[src/rtl/core/cppc_pkg.sv]
`timescale 1ns / 1ps
// ----------------------------------------------------------------------------
// cppc_pkg: shared types and codes for the convex polygon containment block
// Commands, side codes and the sequencer state type.
// ----------------------------------------------------------------------------
package cppc_pkg;

  localparam logic [1:0] CMD_ADD   = 2'd0;
  localparam logic [1:0] CMD_QUERY = 2'd1;
  localparam logic [1:0] CMD_CLEAR = 2'd2;

  localparam logic [1:0] SIDE_BELOW = 2'd0;
  localparam logic [1:0] SIDE_ABOVE = 2'd1;
  localparam logic [1:0] SIDE_ON    = 2'd2;
  localparam logic [1:0] SIDE_NONE  = 2'd3;

  typedef enum logic [6:0] {
    ST_IDLE  = 7'b0000001,
    ST_RDE   = 7'b0000010,  // read edge ends
    ST_RDP   = 7'b0000100,  // read test point
    ST_MUL   = 7'b0001000,  // products registered
    ST_CMP   = 7'b0010000,  // compare and accumulate
    ST_WB    = 7'b0100000,  // write edge class back
    ST_OUT   = 7'b1000000
  } state_t;

endpackage

[src/rtl/core/convex_polygon_point_containment.sv]
`timescale 1ns / 1ps
// ----------------------------------------------------------------------------
// convex_polygon_point_containment
// Vertex table with edge side classes; add, query and clear commands.
// ----------------------------------------------------------------------------
// One item in, one result out. Vertices live in a synchronous memory with
// one read port. Each side test reads the point, preceded on the first test
// of an edge by its two ends, then passes a multiply state and a compare
// state. A query tests the point against every edge of a convex table; an
// add tests every vertex against every edge. Clear, the unused code, a query
// on a table that is not convex and an add to a full table go straight to
// the output state. A result waits in its own output register, so the next
// item is accepted while it waits; a second finished result holds the
// sequencer until the first is taken.
module convex_polygon_point_containment
  import cppc_pkg::*;
#(
  parameter int MAX_VERTICES = 64,
  parameter int COORD_WIDTH  = 16
) (
  input  logic clk,
  input  logic rst_n,
  input  logic in_tvalid,
  output logic in_tready,
  // [1:0] cmd, [COORD_WIDTH+1:2] x_coord, [2*COORD_WIDTH+1:COORD_WIDTH+2] y_coord
  input  logic [((2*COORD_WIDTH+2+7)/8)*8-1:0] in_tdata,
  output logic out_tvalid,
  input  logic out_tready,
  // [0] convex, [1] inside_res, [8:2] vertex_count, [9] full_error
  output logic [15:0] out_tdata
);

  localparam int AW = $clog2(MAX_VERTICES);
  localparam int CW = $clog2(MAX_VERTICES + 1);
  localparam int DW = COORD_WIDTH + 1;
  localparam int PW = 2 * DW;

  // vertex memory and edge class memory
  logic [2*COORD_WIDTH-1:0] vmem [MAX_VERTICES];
  logic [1:0]               cmem [MAX_VERTICES];

  state_t state_r;
  logic [CW-1:0] cnt_r;
  logic          convex_r, ok_r, inside_r, fresh_r;
  logic [1:0]    cmd_r, cls_r;
  logic signed [COORD_WIDTH-1:0] qx_r, qy_r;
  logic [AW-1:0] i_r, j_r, k_r;
  logic [AW-1:0] raddr;
  logic [2*COORD_WIDTH-1:0] rdata_r;
  logic [1:0] crd_r;
  logic signed [COORD_WIDTH-1:0] xa_r, ya_r, xb_r, yb_r, xp_r, yp_r;
  logic signed [PW-1:0] m1_r, m2_r;
  logic vert_r, degen_r, runneg_r;
  logic [1:0] rdph_r;
  logic ov_r;
  logic [15:0] od_r;
  logic [15:0] res_r;

  wire [1:0] in_cmd = in_tdata[1:0];
  wire signed [COORD_WIDTH-1:0] in_x = in_tdata[COORD_WIDTH+1:2];
  wire signed [COORD_WIDTH-1:0] in_y = in_tdata[2*COORD_WIDTH+1:COORD_WIDTH+2];
  wire in_fire  = in_tvalid && in_tready;
  wire out_free = !ov_r || out_tready;
  wire [CW-1:0] i_ext = CW'(i_r);
  wire [CW-1:0] j_ext = CW'(j_r);
  wire last_i = (i_ext + CW'(1) == cnt_r);
  wire last_j = (j_ext + CW'(1) == cnt_r);
  wire is_add = (cmd_r == CMD_ADD);

  assign in_tready  = (state_r == ST_IDLE);
  assign out_tvalid = ov_r;
  assign out_tdata  = od_r;

  // side of point from registered products
  logic [1:0] side;
  always_comb begin
    side = SIDE_ON;
    if (vert_r) begin
      if (degen_r)      side = SIDE_ON;
      else if (xp_r > xa_r) side = SIDE_BELOW;
      else if (xp_r < xa_r) side = SIDE_ABOVE;
    end else if (m1_r != m2_r) begin
      side = ((m1_r > m2_r) ^ runneg_r) ? SIDE_BELOW : SIDE_ABOVE;
    end
  end

  // memory read address: edge start, edge end, then point
  always_comb begin
    case (rdph_r)
      2'd0:    raddr = i_r;
      2'd1:    raddr = k_r;
      default: raddr = j_r;
    endcase
  end

  always_ff @(posedge clk) begin
    rdata_r <= vmem[raddr];
    crd_r   <= cmem[i_r];
    if (state_r == ST_IDLE && in_fire && in_cmd == CMD_ADD &&
        cnt_r < CW'(MAX_VERTICES))
      vmem[cnt_r[AW-1:0]] <= {in_y, in_x};
    if (state_r == ST_WB && is_add)
      cmem[i_r] <= (cnt_r < CW'(3)) ? SIDE_NONE : cls_r;
  end

  always_ff @(posedge clk) begin
    if (!rst_n) begin
      state_r <= ST_IDLE;
      cnt_r <= '0; convex_r <= 1'b0; ov_r <= 1'b0; rdph_r <= 2'd0;
    end else begin
      // output register: loaded from ST_OUT, cleared when taken
      if (state_r == ST_OUT && out_free) ov_r <= 1'b1;
      else if (out_tready) ov_r <= 1'b0;
      case (state_r)
        ST_IDLE: if (in_fire) begin
          cmd_r <= in_cmd; qx_r <= in_x; qy_r <= in_y;
          inside_r <= (in_cmd == CMD_QUERY) && convex_r && (cnt_r != '0);
          ok_r <= 1'b1;
          i_r <= '0; rdph_r <= 2'd0;
          k_r <= ((in_cmd == CMD_ADD) ? (cnt_r == CW'(0)) : (cnt_r == CW'(1))) ?
                 AW'(0) : AW'(1);
          if (in_cmd == CMD_ADD) begin
            if (cnt_r >= CW'(MAX_VERTICES)) begin
              res_r <= {6'd0, 1'b1, 7'(cnt_r), 1'b0, convex_r};
              state_r <= ST_OUT;
            end else begin
              cnt_r <= cnt_r + CW'(1);
              j_r <= '0; fresh_r <= 1'b1; cls_r <= SIDE_NONE;
              state_r <= ST_RDE;
            end
          end else if (in_cmd == CMD_QUERY && convex_r && cnt_r != '0) begin
            state_r <= ST_RDE;
          end else begin
            if (in_cmd == CMD_CLEAR) begin
              cnt_r <= '0; convex_r <= 1'b0;
              res_r <= 16'd0;
            end else
              res_r <= {6'd0, 1'b0, 7'(cnt_r), 1'b0, convex_r};
            state_r <= ST_OUT;
          end
        end
        ST_RDE: begin
          // two reads: edge start then edge end
          if (rdph_r == 2'd0) rdph_r <= 2'd1;
          else begin
            rdph_r <= 2'd2;
            {ya_r, xa_r} <= rdata_r;
            state_r <= ST_RDP;
          end
        end
        ST_RDP: begin
          if (rdph_r == 2'd2) begin
            // edge end is on the read data only on the first pass of an edge
            if (!is_add || j_r == '0) {yb_r, xb_r} <= rdata_r;
            rdph_r <= 2'd3;
          end else begin
            if (is_add) {yp_r, xp_r} <= rdata_r;
            else begin xp_r <= qx_r; yp_r <= qy_r; end
            state_r <= ST_MUL;
          end
        end
        ST_MUL: begin
          // sign(rise*dx - dy*run) * sign(run)
          m1_r <= PW'(DW'(yb_r) - DW'(ya_r)) * PW'(DW'(xp_r) - DW'(xa_r));
          m2_r <= PW'(DW'(yp_r) - DW'(ya_r)) * PW'(DW'(xb_r) - DW'(xa_r));
          vert_r <= (xb_r == xa_r); degen_r <= (yb_r == ya_r);
          runneg_r <= (xb_r < xa_r);
          state_r <= ST_CMP;
        end
        ST_CMP: begin
          if (!is_add) begin
            if (side != SIDE_ON && side != crd_r) inside_r <= 1'b0;
            if (last_i) begin
              res_r <= {6'd0, 1'b0, 7'(cnt_r), inside_r &&
                        !(side != SIDE_ON && side != crd_r), convex_r};
              state_r <= ST_OUT;
            end else begin
              i_r <= i_r + AW'(1);
              k_r <= (i_ext + CW'(2) == cnt_r) ? AW'(0) : i_r + AW'(2);
              rdph_r <= 2'd0; state_r <= ST_RDE;
            end
          end else begin
            if (j_r != i_r && j_r != k_r && side != SIDE_ON) begin
              if (fresh_r) begin cls_r <= side; fresh_r <= 1'b0; end
              else if (side != cls_r) cls_r <= SIDE_NONE;
            end
            if (last_j) state_r <= ST_WB;
            else begin
              j_r <= j_r + AW'(1); rdph_r <= 2'd2; state_r <= ST_RDP;
            end
          end
        end
        ST_WB: begin
          if (cnt_r < CW'(3) || cls_r == SIDE_NONE) ok_r <= 1'b0;
          if (last_i) begin
            convex_r <= ok_r && cnt_r >= CW'(3) && cls_r != SIDE_NONE;
            res_r <= {6'd0, 1'b0, 7'(cnt_r), 1'b0,
                      ok_r && cnt_r >= CW'(3) && cls_r != SIDE_NONE};
            state_r <= ST_OUT;
          end else begin
            i_r <= i_r + AW'(1);
            k_r <= (i_ext + CW'(2) == cnt_r) ? AW'(0) : i_r + AW'(2);
            j_r <= '0; fresh_r <= 1'b1; cls_r <= SIDE_NONE;
            rdph_r <= 2'd0; state_r <= ST_RDE;
          end
        end
        ST_OUT: if (out_free) begin
          od_r <= res_r; state_r <= ST_IDLE;
        end
        default: state_r <= ST_IDLE;
      endcase
    end
  end

`ifndef ASSERT_OFF
  a_cnt: assert property (@(posedge clk) disable iff (!rst_n)
    cnt_r <= CW'(MAX_VERTICES)) else $error("count overflow");
  a_cvx: assert property (@(posedge clk) disable iff (!rst_n)
    convex_r |-> cnt_r >= CW'(3)) else $error("convex below three");
  a_rdy: assert property (@(posedge clk) disable iff (!rst_n)
    in_fire |=> !in_tready) else $error("accepted while busy");
  a_hold: assert property (@(posedge clk) disable iff (!rst_n)
    (ov_r && !out_tready) |=> ov_r && $stable(od_r)) else $error("result lost");
`endif

endmodule

[config.mk]
export PLATFORM = sky130hd
export DESIGN_NAME = convex_polygon_point_containment
export DESIGN_NICKNAME = d
export VERILOG_FILES = /design/src/rtl/core/cppc_pkg.sv /design/src/rtl/core/convex_polygon_point_containment.sv
export SDC_FILE = /design/constraint.sdc
export NUM_CORES = 2
export LEC_CHECK = 0
export BUFFER_PORTS_ARGS = -buffer_cell sky130_fd_sc_hd__buf_2
export CAP_MARGIN = 20
export CORE_MARGIN = 5
export CORE_UTILIZATION = 60
export CTS_BUF_LIST = sky130_fd_sc_hd__clkbuf_4 sky130_fd_sc_hd__clkbuf_8
export DETAILED_ROUTE_END_ITERATION = 8
export GPL_TIMING_DRIVEN = 0
export PLACE_DENSITY = 0.78
export SYNTH_ARGS = -nofsm -noshare
export SYNTH_HDL_FRONTEND = slang
export SYNTH_SLANG_ARGS = --single-unit
[constraint.sdc]
create_clock -name clk -period 10.9 [get_ports clk]
set_clock_uncertainty 0.2 [all_clocks]
set_input_delay 1.09 -clock clk [delete_from_list [all_inputs] [get_ports clk]]
set_output_delay 1.09 -clock clk [all_outputs]
set_load 0.01 [all_outputs]
==> metrics.txt <==
outcome completed; gr ovfl total 0; area growth from synthesis to layout 11.79%; min cycle time layout 10.52 ns; Crit Path Category flip-flop to flip-flop; drt drc 0; FFs w/ async S/R, synth 0; Die W 457.2 um; FMAX 95.09 MHz; Fin Setup TNS 0 ns; routing usage on met1 0.4050; die footprint 0.2090 mm2; total CTS buffers 388; initial antenna violation count 20; placer's final routability congestion estimate 1.034; fin cells 10.90k; Hold Path Class input port to flip-flop; clock root cell clkbuf_8; number of synthesized flops with an enable pin 2,420; Startpoint Class flip-flop; final worst setup slack 0.3835 ns; CTS tree done; worst slack, placed 0.09882 ns; CTS H-tree depth 5; max-cap violation count 0; Total GRT Usage 0.3004; drt initial violations 8,723; Clock Tree Buf Depth 4; clock-pin transition on the worst setup and hold timing paths 0.07 ns; syn_area_per_cell 16.30 um2; DRT Wirelength 314.2 mm; core footprint 0.1995 mm2; Starting Density 0.6016; Max Slew Vio Count 0; Worst path slowest cell a221oi_1; post-route cell area 0.1341 mm2; critical path's largest stage delay 0.77 ns; worst vdd ir 0.0001367 V; PwrDens 151.9 mW/mm2; Initial DRT Pass Iterations 7; Primary FF master, synth edfxtp_1; met3 usage 0.08022; Final Hold Viols 0; final net count 8,852; utilization after layout 0.6725; DIE HEIGHT 457.2 um; Setup Fix Bufs, Post-CTS 0; top-area cell type share of the netlist area 0.6057; global-route wire length before repair 460.2 mm; Rel. slew slack 0.1106; Critical Path End Type flip-flop; unrepaired setup endpoints after global routing no; I/O Buffers 49; Vias 69.03k; layout cells sized above 1 0.1903; DP HPWL 219.2 mm; io pins 62; Synth Warn # 0; cell count after synthesis 7,361; biggest area consumer among synthesized cells edfxtp_1; critical path peak fanout 10; most crowded layer after global routing met2; largest net degree at the start of global routing 66; final antenna-violating net count 0; Clock Sinks 2,472; Wirelength per Cell 28.82 um; sequential element share of the synthesized area 0.6143; critical path arrival 11.09 ns; vias in the first global route 70.15k; total power 20.37 mW; cell total after placement 10.19k; Rows 164; placed inst area 0.1264 mm2; P_leak 48.28 nW; post-synthesis register bit count 2,472; Worst Path Required 11.48 ns; GR Layer Usage met2 0.4643; worst slew pin tran 1.334 ns; Vias/cell 6.333; fin crit share 0.9648; synth top area cells edfxtp_1 61%, mux4_2 10%, fa_1 9.9%; Mapped Area 0.1200 mm2; count of cell types in the netlist 78; setup violators final 0; worst skew pair latency 1.09 ns; worst hold slack 0.09174 ns
## repair_timing
item	CTS	global route
resized for setup	0	4
endpoints found under the setup margin	0	4
hold buffers	0	0
## metal layers
layer	part of all wire	wire length [um]
met5	0.00037	116
met3	0.11	36120
met4	0.053	16640
met2	0.47	147100
met1	0.36	114100
## state kept, by name, indices dropped and copies added, names as in the netlist, 32 cells and up
| register | count |
|---|---|
| vmem | 2048 |
| cmem | 128 |
| m1_r | 34 |
| m2_r | 34 |
| rdata_r | 32 |
## report_power, final
part	switching [mW]	total, mW	internal, mW
registers	0.0504	10.6	10.5
clock network	3.54	7.73	4.19
logic	1.34	2.06	0.725
## synthesized netlist by cell type, types with 81 or more instances
master and number:
edfxtp_1 2420, inv_1 726, xnor2_1 123, fa_1 596, ha_1 278, nor2b_1 172
mux2i_1 156, a21oi_1 240, nor2_1 461, mux4_2 544, a211oi_1 235, nand2_1 366
clkbuf_1 203, o21ai_0 81
## cells by family (layout without fill, tap and decap cells)
kind of cell	Yosys count	in the layout	share of synthesized area
flops	2472	2472	0.6143
simple gates	1276	1276	0.04900
buf+inv	1057	1921	0.03451
fa+ha+maj	874	874	0.1284
compound gates	753	753	0.04106
mux	735	735	0.1184
xor+xnor	193	193	0.01421
other cells	1	20	0.00003125
## layout by cell type (no fill, tap or decap), drive strengths merged, types with 15 or more instances in the layout
| cell type | instances |
|---|---|
| edfxtp | 2420 |
| clkbuf | 736 |
| inv | 730 |
| fa | 596 |
| mux4 | 544 |
| nor2 | 462 |
| nand2 | 366 |
| buf | 303 |
| ha | 278 |
| a21oi | 243 |
| a211oi | 235 |
| nor2b | 172 |
| mux2i | 156 |
| clkinv | 133 |
| xnor2 | 125 |
| o21ai | 86 |
| xor2 | 68 |
| dfxtp | 52 |
| a21o | 51 |
| nand2b | 48 |
| nand3 | 43 |
| nor3 | 37 |
| and2 | 36 |
| mux2 | 35 |
| o21a | 23 |
| and3 | 18 |
| nand4 | 18 |
| or3 | 17 |
| a31oi | 15 |
| o22ai | 15 |
| or2 | 15 |
## final timing paths
kind	from	end	slack [ns]	cells after the start
min reg2reg	res_r[0]	out_tdata[0]	0.21	0
min	in_tdata[1]	cmd_r[1]	0.09	1
max reg2reg	yb_r[0]	m1_r[33]	0.38	35
max	yb_r[0]	m1_r[33]	0.38	35
## worst max-delay path: cells and delay by family, from the launching register on
kind,cells,cell delay (ns)
adder cells (fa/ha/maj),9,3.98
AO/OA/AOI/OAI,12,3.61
flip-flops,1,0.36
buffers and inverters,8,0.90
XOR/XNOR,2,0.59
AND/OR/NAND/NOR,4,0.64
## cell type report
cell class,count,area (um2)
fill,12810,65320
inverter,729,2736
multi-input combinational,3837,42690
clock inverter,153,1036
buffer,328,1405
sequential,2472,73710
clock buffer,533,6523
timing repair buffer,178,2668
tap,2656,3323
antenna,14,35.03
Note: power is estimated with default switching activity, not from simulation.
